`src/sv/sfs_pkg.sv`:
```
// Package for the segment allocator: shared types, status codes and state encoding.
// Used by every module of the allocator; depends on nothing.
`default_nettype none
package sfs_pkg;
    localparam int unsigned MAX_SEGMENTS_DEF = 64;
    localparam int unsigned ADDR_BITS_DEF    = 16;
    localparam int unsigned FIELD_W          = 16;
    localparam logic [15:0] POOL_RESET       = 16'd1000;

    typedef enum logic [2:0] {
        ST_OK      = 3'd0,
        ST_NOFIT   = 3'd1,
        ST_FULL    = 3'd2,
        ST_BADFREE = 3'd3,
        ST_ZERO    = 3'd4
    } t_status;

    typedef enum logic [1:0] {
        FIT_BEST  = 2'd0,
        FIT_FIRST = 2'd1,
        FIT_NEXT  = 2'd2,
        FIT_WORST = 2'd3
    } t_fit;

    localparam logic CFG_FIT  = 1'b0;
    localparam logic CFG_POOL = 1'b1;

    typedef enum logic [3:0] {
        S_IDLE,
        S_SCAN_RD,
        S_SCAN,
        S_DECIDE,
        S_SHIFT_RD,
        S_SHIFT_WR,
        S_FIN_RD,
        S_FIN,
        S_FREE_NX,
        S_FREE_PV,
        S_DONE
    } t_state;
endpackage
`default_nettype wire

```
`src/sv/segment_allocator_fit_strategies_core.sv`:
```
// Segment allocator: address-ordered table of segments with first, best,
// next and worst fit, split on allocate and merge on free.
//
// Channels: request in (i_req_type, i_req_size, i_block_offset) with
// i_valid/o_ready; result out (o_status, o_result_offset, o_result_size)
// with o_valid/i_ready; configuration write with i_cfg_valid/o_cfg_ready,
// i_cfg_index (0 fit strategy, 1 pool size) and i_cfg_data.
// One request at a time. A request walks the table through one memory
// read port, one entry a cycle in the scan over the N segments, then a
// shift pass that reads and then writes each moved entry for a split
// or merge. An allocate that splits scans and then shifts once; a free
// that merges with both neighbors scans and then shifts twice.
// A zero-size request goes straight to the done state without a scan.
// The result sits in an output register; while the receiver stalls the
// block holds it and takes no new request.
// Reset gives fit strategy first fit and one free segment of 1000 units;
// writing the pool size reinitializes the table.
`default_nettype none
module segment_allocator_fit_strategies_core
    import sfs_pkg::*;
#(
    parameter int unsigned MAX_SEGMENTS = MAX_SEGMENTS_DEF,
    parameter int unsigned ADDR_BITS    = ADDR_BITS_DEF
) (
    input  wire logic                i_clk,
    input  wire logic                i_rst_n,
    input  wire logic                i_valid,
    output logic                     o_ready,
    input  wire logic                i_req_type,
    input  wire logic [FIELD_W-1:0]  i_req_size,
    input  wire logic [FIELD_W-1:0]  i_block_offset,
    output logic                     o_valid,
    input  wire logic                i_ready,
    output logic [2:0]               o_status,
    output logic [FIELD_W-1:0]       o_result_offset,
    output logic [FIELD_W-1:0]       o_result_size,
    input  wire logic                i_cfg_valid,
    output logic                     o_cfg_ready,
    input  wire logic                i_cfg_index,
    input  wire logic [FIELD_W-1:0]  i_cfg_data
);
    localparam int unsigned IW = $clog2(MAX_SEGMENTS);
    localparam int unsigned CW = IW + 1;
    localparam int unsigned AW = ADDR_BITS;
    localparam logic [CW-1:0] MAXC = CW'(MAX_SEGMENTS);

    t_state        r_st, n_st;
    logic [1:0]    r_fit;
    logic [CW-1:0] r_cnt, n_cnt;
    logic [IW-1:0] r_nfp, n_nfp;
    logic          r_type;
    logic [AW-1:0] r_size, r_off;
    logic [CW-1:0] r_i, n_i;          // scan index
    logic [CW-1:0] r_steps, n_steps;  // entries visited
    logic [CW-1:0] r_pick, n_pick;
    logic          r_found, n_found;
    logic [AW-1:0] r_plen, n_plen, r_pstart, n_pstart;
    logic          r_pused, n_pused;
    logic [CW-1:0] r_j, n_j;          // shift cursor
    logic          r_open, n_open;    // shift direction: open or remove
    logic [CW-1:0] r_lo, n_lo;        // shift bound
    logic [2:0]    r_phase, n_phase;
    logic [2:0]    r_ost, n_ost;
    logic [AW-1:0] r_ooff, n_ooff, r_olen, n_olen;
    logic          r_ov, n_ov;
    logic [AW-1:0] r_acc, n_acc;      // merged length
    logic [AW-1:0] r_ent_start, n_ent_start;

    logic          we;
    logic [IW-1:0] waddr, raddr;
    logic [AW-1:0] wstart, wlen, rstart, rlen;
    logic          wused, rused;

    sfs_table #(.DEPTH(MAX_SEGMENTS), .AW(AW), .IW(IW)) u_tab (
        .i_clk(i_clk), .i_we(we), .i_waddr(waddr), .i_wstart(wstart),
        .i_wlen(wlen), .i_wused(wused), .i_raddr(raddr),
        .o_rstart(rstart), .o_rlen(rlen), .o_rused(rused)
    );

    wire cfg_fire = i_cfg_valid && o_cfg_ready;
    assign o_cfg_ready = (r_st == S_IDLE);
    assign o_ready     = (r_st == S_IDLE) && !r_ov && !i_cfg_valid;
    assign o_valid     = r_ov;
    assign o_status        = r_ost;
    assign o_result_offset = FIELD_W'(r_ooff);
    assign o_result_size   = FIELD_W'(r_olen);

    // phases of post-scan work
    localparam logic [2:0] PH_SPLIT = 3'd0, PH_NX = 3'd1, PH_PV = 3'd2, PH_END = 3'd3;

    always_ff @(posedge i_clk) begin
        if (!i_rst_n) begin
            r_st <= S_IDLE; r_fit <= FIT_FIRST; r_cnt <= CW'(1); r_nfp <= '0; r_ov <= 1'b0;
        end else begin
            r_st <= n_st; r_cnt <= n_cnt; r_nfp <= n_nfp; r_ov <= n_ov;
            if (cfg_fire && i_cfg_index == CFG_FIT) r_fit <= i_cfg_data[1:0];
        end
        r_i <= n_i; r_steps <= n_steps; r_pick <= n_pick; r_found <= n_found;
        r_plen <= n_plen; r_pstart <= n_pstart; r_pused <= n_pused;
        r_j <= n_j; r_open <= n_open; r_lo <= n_lo; r_phase <= n_phase;
        r_ost <= n_ost; r_ooff <= n_ooff; r_olen <= n_olen; r_acc <= n_acc;
        r_ent_start <= n_ent_start;
        if (o_ready && i_valid) begin
            r_type <= i_req_type;
            r_size <= AW'(i_req_size);
            r_off  <= AW'(i_block_offset);
        end
    end

    logic [CW-1:0] ip1;
    logic          hit;
    always_comb begin
        n_st = r_st; n_cnt = r_cnt; n_nfp = r_nfp; n_ov = r_ov;
        n_i = r_i; n_steps = r_steps; n_pick = r_pick; n_found = r_found;
        n_plen = r_plen; n_pstart = r_pstart; n_pused = r_pused;
        n_j = r_j; n_open = r_open; n_lo = r_lo; n_phase = r_phase;
        n_ost = r_ost; n_ooff = r_ooff; n_olen = r_olen; n_acc = r_acc;
        n_ent_start = r_ent_start;
        we = 1'b0; waddr = '0; wstart = '0; wlen = '0; wused = 1'b0;
        raddr = r_i[IW-1:0];
        ip1 = r_i + CW'(1);
        hit = 1'b0;
        if (r_ov && i_ready) n_ov = 1'b0;
        case (r_st)
            S_IDLE: begin
                if (cfg_fire && i_cfg_index == CFG_POOL) begin
                    we = 1'b1; waddr = '0; wstart = '0;
                    wlen = AW'(i_cfg_data); wused = 1'b0;
                    n_cnt = CW'(1); n_nfp = '0;
                end else if (o_ready && i_valid) begin
                    n_found = 1'b0; n_steps = '0; n_phase = PH_END;
                    if (i_req_type == 1'b0 && i_req_size == '0) begin
                        n_ost = ST_ZERO; n_st = S_DONE;
                    end else begin
                        n_i = (r_fit == FIT_NEXT && i_req_type == 1'b0 &&
                               CW'(r_nfp) < r_cnt) ? CW'(r_nfp) : '0;
                        n_st = S_SCAN_RD;
                    end
                end
            end
            S_SCAN_RD: begin
                raddr = r_i[IW-1:0];
                n_st = S_SCAN;
            end
            S_SCAN: begin
                // rstart/rlen/rused belong to entry r_i
                if (r_type) begin
                    hit = (rstart == r_off);
                end else begin
                    hit = !rused && rlen >= r_size;
                end
                if (hit && (r_type || !r_found || r_fit == FIT_FIRST ||
                            r_fit == FIT_NEXT ||
                            (r_fit == FIT_BEST && rlen < r_plen) ||
                            (r_fit == FIT_WORST && rlen > r_plen))) begin
                    if (!(r_found && (r_type || r_fit == FIT_FIRST || r_fit == FIT_NEXT))) begin
                        n_found = 1'b1; n_pick = r_i; n_plen = rlen;
                        n_pstart = rstart; n_pused = rused;
                    end
                end
                n_steps = r_steps + CW'(1);
                if ((hit && (r_type || r_fit == FIT_FIRST || r_fit == FIT_NEXT)) ||
                    n_steps == r_cnt) begin
                    n_st = S_DECIDE;
                end else begin
                    n_i = (ip1 >= r_cnt) ? '0 : ip1;
                    raddr = n_i[IW-1:0];
                end
            end
            S_DECIDE: begin
                if (!r_found) begin
                    n_ost = r_type ? ST_BADFREE : ST_NOFIT; n_st = S_DONE;
                end else if (r_type) begin
                    if (!r_pused) begin
                        n_ost = ST_BADFREE; n_st = S_DONE;
                    end else begin
                        we = 1'b1; waddr = r_pick[IW-1:0]; wstart = r_pstart;
                        wlen = r_plen; wused = 1'b0;
                        n_acc = r_plen; n_ent_start = r_pstart; n_ost = ST_OK;
                        n_i = r_pick + CW'(1);
                        raddr = n_i[IW-1:0];
                        n_st = S_FREE_NX;
                    end
                end else if (r_plen > r_size) begin
                    if (r_cnt >= MAXC) begin
                        n_ost = ST_FULL; n_st = S_DONE;
                    end else begin
                        // shift entries pick+1..cnt-1 up by one, top first
                        n_open = 1'b1; n_lo = r_pick + CW'(1);
                        n_j = r_cnt; n_phase = PH_SPLIT;
                        n_st = S_SHIFT_RD;
                    end
                end else begin
                    we = 1'b1; waddr = r_pick[IW-1:0]; wstart = r_pstart;
                    wlen = r_plen; wused = 1'b1;
                    n_ost = ST_OK; n_ooff = r_pstart; n_olen = r_plen;
                    n_nfp = (r_pick + CW'(1) < r_cnt) ? IW'(r_pick + CW'(1)) : '0;
                    n_st = S_DONE;
                end
            end
            S_SHIFT_RD: begin
                // open: move j-1 -> j while j > lo; remove: move j+1 -> j while j+1 < cnt
                if (r_open ? (r_j > r_lo) : (r_j + CW'(1) < r_cnt)) begin
                    raddr = r_open ? IW'(r_j - CW'(1)) : IW'(r_j + CW'(1));
                    n_st = S_SHIFT_WR;
                end else begin
                    n_st = S_FIN_RD;
                end
            end
            S_SHIFT_WR: begin
                we = 1'b1; waddr = r_j[IW-1:0];
                wstart = rstart; wlen = rlen; wused = rused;
                n_j = r_open ? r_j - CW'(1) : r_j + CW'(1);
                n_st = S_SHIFT_RD;
            end
            S_FIN_RD: begin
                n_st = S_FIN;
            end
            S_FIN: begin
                if (r_open) begin
                    // write the free remainder and the granted segment
                    we = 1'b1; waddr = IW'(r_pick + CW'(1));
                    wstart = r_pstart + r_size; wlen = r_plen - r_size; wused = 1'b0;
                    n_cnt = r_cnt + CW'(1);
                    n_plen = r_size; n_pused = 1'b1;
                    n_phase = PH_END; n_open = 1'b0;
                    n_nfp = IW'(r_pick + CW'(1));
                    n_st = S_FREE_PV;  // reuse as "write pick" step
                end else begin
                    n_cnt = r_cnt - CW'(1);
                    if (CW'(r_nfp) >= r_lo && r_nfp != '0) n_nfp = r_nfp - IW'(1);
                    if (CW'(n_nfp) >= n_cnt) n_nfp = '0;
                    if (r_phase == PH_NX) begin
                        if (r_pick != '0) begin
                            n_i = r_pick - CW'(1);
                            raddr = n_i[IW-1:0];
                            n_phase = PH_PV;
                            n_st = S_FREE_PV;
                        end else begin
                            n_ooff = r_ent_start; n_olen = r_acc; n_st = S_DONE;
                        end
                    end else begin
                        n_ooff = r_ent_start; n_olen = r_acc; n_st = S_DONE;
                    end
                end
            end
            S_FREE_NX: begin
                // entry pick+1 is on the read port
                if (r_i < r_cnt && !rused) begin
                    n_acc = r_acc + rlen;
                    we = 1'b1; waddr = r_pick[IW-1:0]; wstart = r_ent_start;
                    wlen = r_acc + rlen; wused = 1'b0;
                    n_open = 1'b0; n_lo = r_i; n_j = r_i; n_phase = PH_NX;
                    n_st = S_SHIFT_RD;
                end else if (r_pick != '0) begin
                    n_i = r_pick - CW'(1);
                    raddr = n_i[IW-1:0];
                    n_phase = PH_PV;
                    n_st = S_FREE_PV;
                end else begin
                    n_ooff = r_ent_start; n_olen = r_acc; n_st = S_DONE;
                end
            end
            S_FREE_PV: begin
                if (r_phase == PH_END) begin
                    // finish a split: mark granted segment
                    we = 1'b1; waddr = r_pick[IW-1:0]; wstart = r_pstart;
                    wlen = r_size; wused = 1'b1;
                    n_ost = ST_OK;
                    n_ooff = r_pstart; n_olen = r_size; n_st = S_DONE;
                end else if (r_phase == PH_PV) begin
                    n_phase = PH_SPLIT;  // wait for read data
                end else if (!rused) begin
                    // merge into previous entry, then remove pick
                    n_acc = rlen + r_acc; n_ent_start = rstart;
                    we = 1'b1; waddr = r_i[IW-1:0]; wstart = rstart;
                    wlen = rlen + r_acc; wused = 1'b0;
                    n_open = 1'b0; n_lo = r_pick; n_j = r_pick; n_phase = PH_PV;
                    n_pick = '0;
                    n_st = S_SHIFT_RD;
                end else begin
                    n_ooff = r_ent_start; n_olen = r_acc; n_st = S_DONE;
                end
                if (r_phase == PH_PV) raddr = r_i[IW-1:0];
            end
            S_DONE: begin
                if (!r_ov) begin
                    n_ov = 1'b1;
                    if (r_ost != ST_OK) begin
                        n_ooff = '0; n_olen = '0;
                    end
                    n_st = S_IDLE;
                end
            end
            default: n_st = S_IDLE;
        endcase
        // hold entry 0 at one free segment of the reset pool size
        if (!i_rst_n) begin
            we = 1'b1; waddr = '0; wstart = '0;
            wlen = AW'(POOL_RESET); wused = 1'b0;
        end
    end

    // after a remove that came from the previous-neighbor merge, r_phase is PH_PV
    // and r_pick is cleared, so S_FIN ends the request.

    a_count_range: assert property (@(posedge i_clk) disable iff (!i_rst_n)
        r_cnt != '0 && r_cnt <= MAXC) else $error("segment count out of range");
    a_nfp_range: assert property (@(posedge i_clk) disable iff (!i_rst_n)
        r_st == S_IDLE |-> CW'(r_nfp) < r_cnt) else $error("next-fit position past table");
    a_busy: assert property (@(posedge i_clk) disable iff (!i_rst_n)
        (i_valid && o_ready) |=> !o_ready) else $error("request taken while busy");
    a_hold: assert property (@(posedge i_clk) disable iff (!i_rst_n)
        (o_valid && !i_ready) |=> o_valid && $stable(o_status)) else $error("result dropped");
endmodule
`default_nettype wire

```
`src/sv/sfs_table.sv`:
```
// Segment table memory: start, length and used flag per entry.
// One write port and one registered read port; uses sfs_pkg.
`default_nettype none
module sfs_table #(
    parameter int unsigned DEPTH = 64,
    parameter int unsigned AW    = 16,
    parameter int unsigned IW    = 6
) (
    input  wire logic          i_clk,
    input  wire logic          i_we,
    input  wire logic [IW-1:0] i_waddr,
    input  wire logic [AW-1:0] i_wstart,
    input  wire logic [AW-1:0] i_wlen,
    input  wire logic          i_wused,
    input  wire logic [IW-1:0] i_raddr,
    output logic      [AW-1:0] o_rstart,
    output logic      [AW-1:0] o_rlen,
    output logic               o_rused
);
    import sfs_pkg::*;
    logic [2*AW:0] r_mem [DEPTH];

    always_ff @(posedge i_clk) begin
        if (i_we) begin
            r_mem[i_waddr] <= {i_wused, i_wlen, i_wstart};
        end
        {o_rused, o_rlen, o_rstart} <= r_mem[i_raddr];
    end
endmodule
`default_nettype wire
```
`config.mk`:
```
export PLATFORM = sky130hd
export DESIGN_NAME = segment_allocator_fit_strategies_core
export DESIGN_NICKNAME = d
export VERILOG_FILES = /design/src/sv/sfs_pkg.sv /design/src/sv/segment_allocator_fit_strategies_core.sv /design/src/sv/sfs_table.sv
export SDC_FILE = /design/constraint.sdc
export NUM_CORES = 2
export LEC_CHECK = 0
export ABC_AREA = 1
export BUFFER_PORTS_ARGS = -buffer_cell sky130_fd_sc_hd__buf_2
export CORE_MARGIN = 2
export CORE_UTILIZATION = 42
export DETAILED_ROUTE_END_ITERATION = 12
export PLACE_DENSITY = 0.66
export SKIP_LAST_GASP = 1
export SLEW_MARGIN = 40
export SYNTH_ARGS = -nofsm -noshare
export SYNTH_HDL_FRONTEND = slang
export SYNTH_SLANG_ARGS = --single-unit
export TNS_END_PERCENT = 5
```
`constraint.sdc`:
```
create_clock -name i_clk -period 5.93 [get_ports i_clk]
set_clock_uncertainty 0.05 [all_clocks]
set_input_delay 0.2965 -clock i_clk [delete_from_list [all_inputs] [get_ports i_clk]]
set_output_delay 0.2965 -clock i_clk [all_outputs]
set_load 0.01 [all_outputs]
```
---- Word-level counts from Yosys, hierarchy flattened ----
Memory sizes are Yosys's and may differ from the RTL's. A register that Yosys moved wholly into a read port is not among the register bits.
Index checks and enable logic that the tools add are counted.
storage, ports and cells
  register bits after elaboration ......... 193
  output and inout port bits .............. 38
  logic and storage cells ................. 396
  input port bits ......................... 55
  bits in writable memories ............... 2112
  memories ................................ 1
cells by class
  muxes and demuxes ....................... 227
  equal/unequal tests ..................... 50
  bitwise logic cells ..................... 3
  reductions and logical operators ........ 66
  add/sub/neg operators ................... 12
  magnitude comparators ................... 13
memory list
  memory       words  width  rd ports  clocked after memory_dff  write ports  RTL line         source
  u_tab.r_mem  64     33     1         1                         1            sfs_table.sv:21  logic [2*AW:0] r_mem [DEPTH];
operator list
  kind                   number
  $mux W16               59
  $pmux W16 S5           3
  $mux W7                34
  $mux W6                31
  $pmux W16 S6           1
  $pmux W16 S2           2
  $mux W3                21
  $pmux W6 S5            2
  $mux W4                13
  $ne A2 B2 Y1 const B   24
  $pmux W16 S3           1
  $pmux W4 S11           1
  $pmux W7 S2            3
  $mux W1                38
  $add A7 B1 Y7 const B  5
  $pmux W7 S5            1
  $add A16 B16 Y16       2
  $gt A16 B16 Y1         2
  $pmux W7 S4            1
  $reduce_and A9 Y1      3
  $lt A7 B7 Y1           3
  $pmux W7 S3            1
  $sub A7 B1 Y7 const B  3
  $reduce_and A10 Y1     2
  52 further kinds       115

---- Logic depth before layout (Yosys ltp) ----
  word-level depth ........................ 9
  mapped depth ............................ 33

---- Modules after synthesis ----
Synthesis repeated with hierarchy kept, for this count alone.
unflattened totals
  cell total of the unflattened synthesis .. 9393
  area total of the unflattened synthesis .. 102998.8 µm²
by module, submodules not included
  module                                 cells each  area each (µm²)  seq. area each (µm²)  instances
  sfs_table                              6996        85713.5          64081.5               1
  segment_allocator_fit_strategies_core  2397        17285.3          5595.4                1

---- Worst setup path before layout ----
Ideal clock, no wire load.
  path type ............................... register to register
  start ................................... reg r_plen[0]
  end ..................................... mem u_tab.r_mem[0][4] (netlist bit), data pin
  buffers on the path ..................... 2
  slack ................................... 0.587 ns
  clock period less this slack ............ 5.343 ns
  setup time .............................. 0.585 ns
  cell stages (with the launch flop) ...... 26
  data arrival time ....................... 4.708 ns
  data required time ...................... 5.295 ns
  path through ............................ edfxtp_1 inv_1 ha_1 inv_1 fa_1 nand2_1 nand2_1 a21oi_2 nor2_1 o21ai_2 nand2_1 nand2_1 nand2_1 a21oi_2 inv_2 nand2_1 nand2_1 nand2_1 nand2_1 nand2_2 nand2_4 inv_2 buf_4 clkbuf_1 nand2_1 a41oi_1
between the ends
  longest elaborated chain between the ends .. 6
RTL lines
  item                    RTL line                                      source
  from (decl)             segment_allocator_fit_strategies_core.sv:57   logic [AW-1:0] r_plen, n_plen, r_pstart, n_pstart;
  from (signal assigned)  segment_allocator_fit_strategies_core.sv:99   r_plen <= n_plen; r_pstart <= n_pstart; r_pused <= n_pused;
  $gt A16 B16 Y1          segment_allocator_fit_strategies_core.sv:184  end else if (r_plen > r_size) begin
  $mux W16                segment_allocator_fit_strategies_core.sv:184
  $mux W16                segment_allocator_fit_strategies_core.sv:173  end else if (r_type) begin
  $mux W16                segment_allocator_fit_strategies_core.sv:171  if (!r_found) begin
  $pmux W16 S5            segment_allocator_fit_strategies_core.sv:124  case (r_st)
  $mux W16                segment_allocator_fit_strategies_core.sv:298  if (!i_rst_n) begin
  net u_tab.i_wstart[4]   sfs_table.sv:12                               input wire logic [AW-1:0] i_wstart,
  to (decl)               sfs_table.sv:21
The timed path passes the listed nets, and every way through them passes these cells.

---- Final worst setup path ----
  start ................................... reg r_i[0]
  end ..................................... reg u_tab.o_rused (read register of u_tab.r_mem)
between the ends
  longest elaborated chain between the ends .. 5
  elaborated cells on any way between the ends .. 15
RTL lines
  item                    RTL line                                      source
  from (decl)             segment_allocator_fit_strategies_core.sv:53   logic [CW-1:0] r_i, n_i;
  from (signal assigned)  segment_allocator_fit_strategies_core.sv:98   r_i <= n_i; r_steps <= n_steps; r_pick <= n_pick; r_found <= n_found;
  $add A7 B1 Y7           segment_allocator_fit_strategies_core.sv:121  ip1 = r_i + CW'(1);
  $ge A7 B7 Y1            segment_allocator_fit_strategies_core.sv:166  n_i = (ip1 >= r_cnt) ? '0 : ip1;
  $mux W7                 segment_allocator_fit_strategies_core.sv:166
  $mux W6                 segment_allocator_fit_strategies_core.sv:162  if ((hit && (r_type || r_fit == FIT_FIRST || r_fit == FIT_NEXT)) ||
  $pmux W6 S5 (*)         segment_allocator_fit_strategies_core.sv:124
  to (decl)               sfs_table.sv:18                               output logic o_rused
Every way passes the cells marked *; elsewhere a longest branch is shown, timed or not.
A chain may end at the register's enable or synchronous reset.

==> impl_metrics.py <==
metrics = {
    "global_route": {
        "grtUsageTotal_pct": 27.9,
        "first_global_vias": 78700,
        "grt_first_pass_wirelength_mm": 542,
        "grt_overflow": 0,
        "grt_antenna_before_repair": 17,
        "grt_max_degree": 168,
    },
    "synthesis": {
        "synth.avg_cell_area_um2": 10.4,
        "synthMuxAreaShare_pct": 0,
        "syn_area_um2": 109000,
        "yosys_most_used_dff": "edfxtp_1",
        "syn_nets": 10700,
        "synth-seq-cells": 2338,
        "netlist-cell-type-count": 59,
        "synthAdderAreaFrac_pct": 1.65,
        "ys_top_cells_by_area": "edfxtp_1 63%, nand3_1 11%, nand2_1 8.5%",
        "synth_edf_count": 2285,
        "yosys.area.top_type": "edfxtp_1",
        "yosysTopAreaCellShare_pct": 63.2,
        "synth-seq-area-share_pct": 64.2,
        "yosysWarnings": 0,
        "synth_top_family_by_area": "simple AND/OR/NAND/NOR gates",
        "synth_cells": 10500,
        "synth-simple-area-share_pct": 23.6,
        "synthXorXnorAreaFrac_pct": 0.473,
        "async_reset_ff_share_pct": 0,
        "synth-compound-area-share_pct": 3.39,
        "synth_most_common_cell": "nand2_1",
        "synth_common_cells": "2444 x nand2_1, 2332 x nand3_1, 2285 x edfxtp_1, 1080 x inv_1, 399 x nand3b_1",
    },
    "pwr": {
        "p_comb_share_pct": 41.4,
        "power_leakage_uw": 0.0491,
        "netSwitchingPower_uw": 24800,
        "p_per_area_nw_per_um2": 472,
        "ir_drop_uv": 492,
        "pwr-share-seq_pct": 32.7,
        "intPower_uw": 34100,
        "total_power_uw": 58900,
        "swShare_pct": 42.1,
        "power_frac_clock_pct": 25.9,
    },
    "setup_path": {
        "cpMostUsedCell": "nand3_1",
        "path_cells": "clkinv_1 -> ha_1 -> o21ai_0 -> nand2_1 -> nand3_1 -> nand2_2 -> inv_1 -> nand2_1 -> nand3_1 -> nor2_1 -> nand2_4 -> buf_4 -> buf_12 -> nand3_1 -> nand2_1 -> nand2_1 -> nand3_1 -> nand3_1 -> nand3_1 -> nand3_1 -> nand2_1",
        "required_ps": 6700,
        "cpPeakStageDelay_ps": 650,
        "worst-path-buf-inv": 4,
        "cp_max_fo": 135,
        "critPathArrivalTime_ps": 6630,
        "slowest_stage": "nand3_1",
        "start_kind": "flop",
        "worst-setup-path-type": "flop to flop",
        "endpoint_kind": "flop",
        "path_delay_family": "simple AND/OR/NAND/NOR gates",
    },
    "die": {
        "row_count": 186,
        "die_width_um": 512,
        "io_pins": 93,
        "die_h_um": 512,
        "dieArea_um2": 262000,
        "core_um2": 257000,
        "initial_core_util_pct": 42.2,
    },
    "timing": {
        "rsz0062_at_grt": "yes",
        "final_hold_viol_count": 0,
        "min_period_over_period_pct": 98.8,
        "drv_slew": 0,
        "setup_violations": 0,
        "max_freq_ghz": 0.171,
        "max_slew_margin_pct": 26.6,
        "final.min_clock_period_ps": 5860,
        "whs_ps": 62.6,
        "worst_slew_pin_slew_ps": 1090,
    },
    "placement": {
        "dp_hpwl_mm": 226,
        "gp_congestion": 0.970,
        "place_area_um2": 116000,
        "dp_cells": 13700,
        "port_buffers": 92,
    },
    "worst_hold_path": {
        "hold_path_class": "input pin to flop",
    },
    "finish": {
        "final_core_util_pct": 48.6,
        "syn_to_final_growth_pct": 15.1,
        "nFillCells": 22700,
        "fin_nets": 10800,
        "design_area_um2": 125000,
        "fin_cells": 14200,
        "drive_gt1_share_pct": 9.38,
    },
    "clock_tree": {
        "cts_buffer_depth": 3,
        "cts-buffers-inserted": 234,
        "cts_setup_buffers": 0,
        "root_buffer": "clkbuf_16",
        "clkSinkCount": 2338,
        "cts.clk_slew.worst_paths_ps": 60,
        "clk_latency_ps": 920,
        "cts_tree": "built",
        "htreeDepth": 4,
    },
    "run_status": {
        "outcome": "finished clean",
    },
    "routing": {
        "via_count": 82600,
        "initialDrtViolationCount": 11300,
        "firstDrtPassIters": 8,
        "ant_nets": 0,
        "avgViaCountPerCell": 5.82,
        "avgRoutedWirePerCell_um": 26.4,
        "totalWireLength_mm": 374,
        "drc": 0,
    },
    "run": {
        "drv_cap": 0,
    },
}
==> kinds of logic (layout without fill, tap and decap cells) <==
group                      count (synthesis)  count (layout)
AOI/OAI and AO/OA                        614             614
xor gates and xnor gates                  57              57
adders and majority gates                141             141
buffers and inverters                   1751            2089
DFF                                     2338            2338
other                                      0               5
and+or+nand+nor                         5564            5564
==> registers in the layout (all words and copies together), names as in the netlist, 16 cells and up <==
name,count
r_acc,16
r_off,16
u_tab.r_mem,2112
o_result_offset,16
r_size,16
u_tab.o_rstart,16
r_pstart,16
o_result_size,16
r_plen,16
r_ent_start,16
u_tab.o_rlen,16
==> cells in the final DEF (no fill, tap or decap), types with 22 or more instances in the layout <==
master and instances:
a211oi_1 34, nor2_1 204, ha_1 138, nor3_1 42, nand3_1 2331, nand4_1 22
nor2_4 71, inv_1 1073, clkinv_1 48, nand2_1 2439, xor2_1 47, buf_2 92
buf_12 182, clkinv_2 32, clkbuf_1 63, edfxtp_1 2285, a21oi_1 155, bufinv_16 26
o211ai_1 31, dfxtp_1 49, nand3b_1 399, dlygate4sd3_1 49, o21ai_0 235, clkbuf_16 235
buf_4 216
==> metal layers <==
layer | global-route usage, % | up-vias | share of wire, %
met4 | 13.4 | 8 | 5.2
met3 | 5.76 | 789 | 11
met5 | 0 | - | 0.015
met1 | 37.5 | 40200 | 39
met2 | 43.0 | 5104 | 45
li1 | - | 36500 | -
==> metrics by stage <==
step                      worst slack [ps]  TNS (ps)
after global routing                  -113      -275
after floorplan                        587         0
after CTS                              278         0
after global placement                 103         0
after detailed placement               331         0
final                                 70.1         0
==> area by class of cell <==
| cell class | count | area, µm² | area share (%) |
|---|---|---|---|
| antenna | 5 | 12.5 | 0.0100 |
| clock buffer | 319 | 6410 | 5.13 |
| clock inverter | 123 | 1460 | 1.17 |
| inverter | 1101 | 4160 | 3.33 |
| multi-input combinational | 6376 | 32600 | 26.1 |
| sequential | 2338 | 69700 | 55.8 |
| tap | 3384 | 4230 | 3.39 |
| timing repair buffer | 546 | 6320 | 5.06 |
==> power groups by stage <==
stage | Sequential [µW] | Clock (µW) | Combinational [µW]
final | 19300 | 15200 | 24400
after global routing | 19300 | 16000 | 26100
after CTS | 19200 | 15400 | 23900
after detailed placement | 19600 | 0 | 23800
after global placement | 19600 | 0 | 23600
after floorplan | 19100 | 0 | 15000
==> worst register-to-register path, stage by stage, from the launching register on <==
cell and delay (ps):
edfxtp_1 490, clkinv_1 540, ha_1 400, o21ai_0 220, nand2_1 130, nand3_1 110
nand2_2 190, inv_1 440, nand2_1 130, nand3_1 100, nor2_1 70, nand2_4 220
buf_4 300, buf_12 490, nand3_1 270, nand2_1 100, nand2_1 50, nand3_1 90
nand3_1 170, nand3_1 340, nand3_1 650, nand2_1 230
==> final timing paths <==
kind	start	to	slack [ps]	cells past startpoint
hold / removal	i_block_offset[1]	r_off[1]$_DFFE_PP_	60	2
setup reg to reg	r_i[0]$_DFFE_PP_	u_tab.o_rused$_DFF_P_	70	21
hold reg to reg	r_cnt[1]$_SDFFE_PN0P_	r_cnt[1]$_SDFFE_PN0P_	480	2
setup / recovery	r_i[0]$_DFFE_PP_	u_tab.o_rused$_DFF_P_	70	21
==> timing repair <==
| action | 4_1_cts | 5_1_grt |
|---|---|---|
| endpoints found under the hold margin | 54 | 0 |
| setup endpoints to repair | 0 | 5 |
| hold buffers | 49 | 0 |
| gates resized for setup | 0 | 1 |
Power figures use the tool's default switching activity.
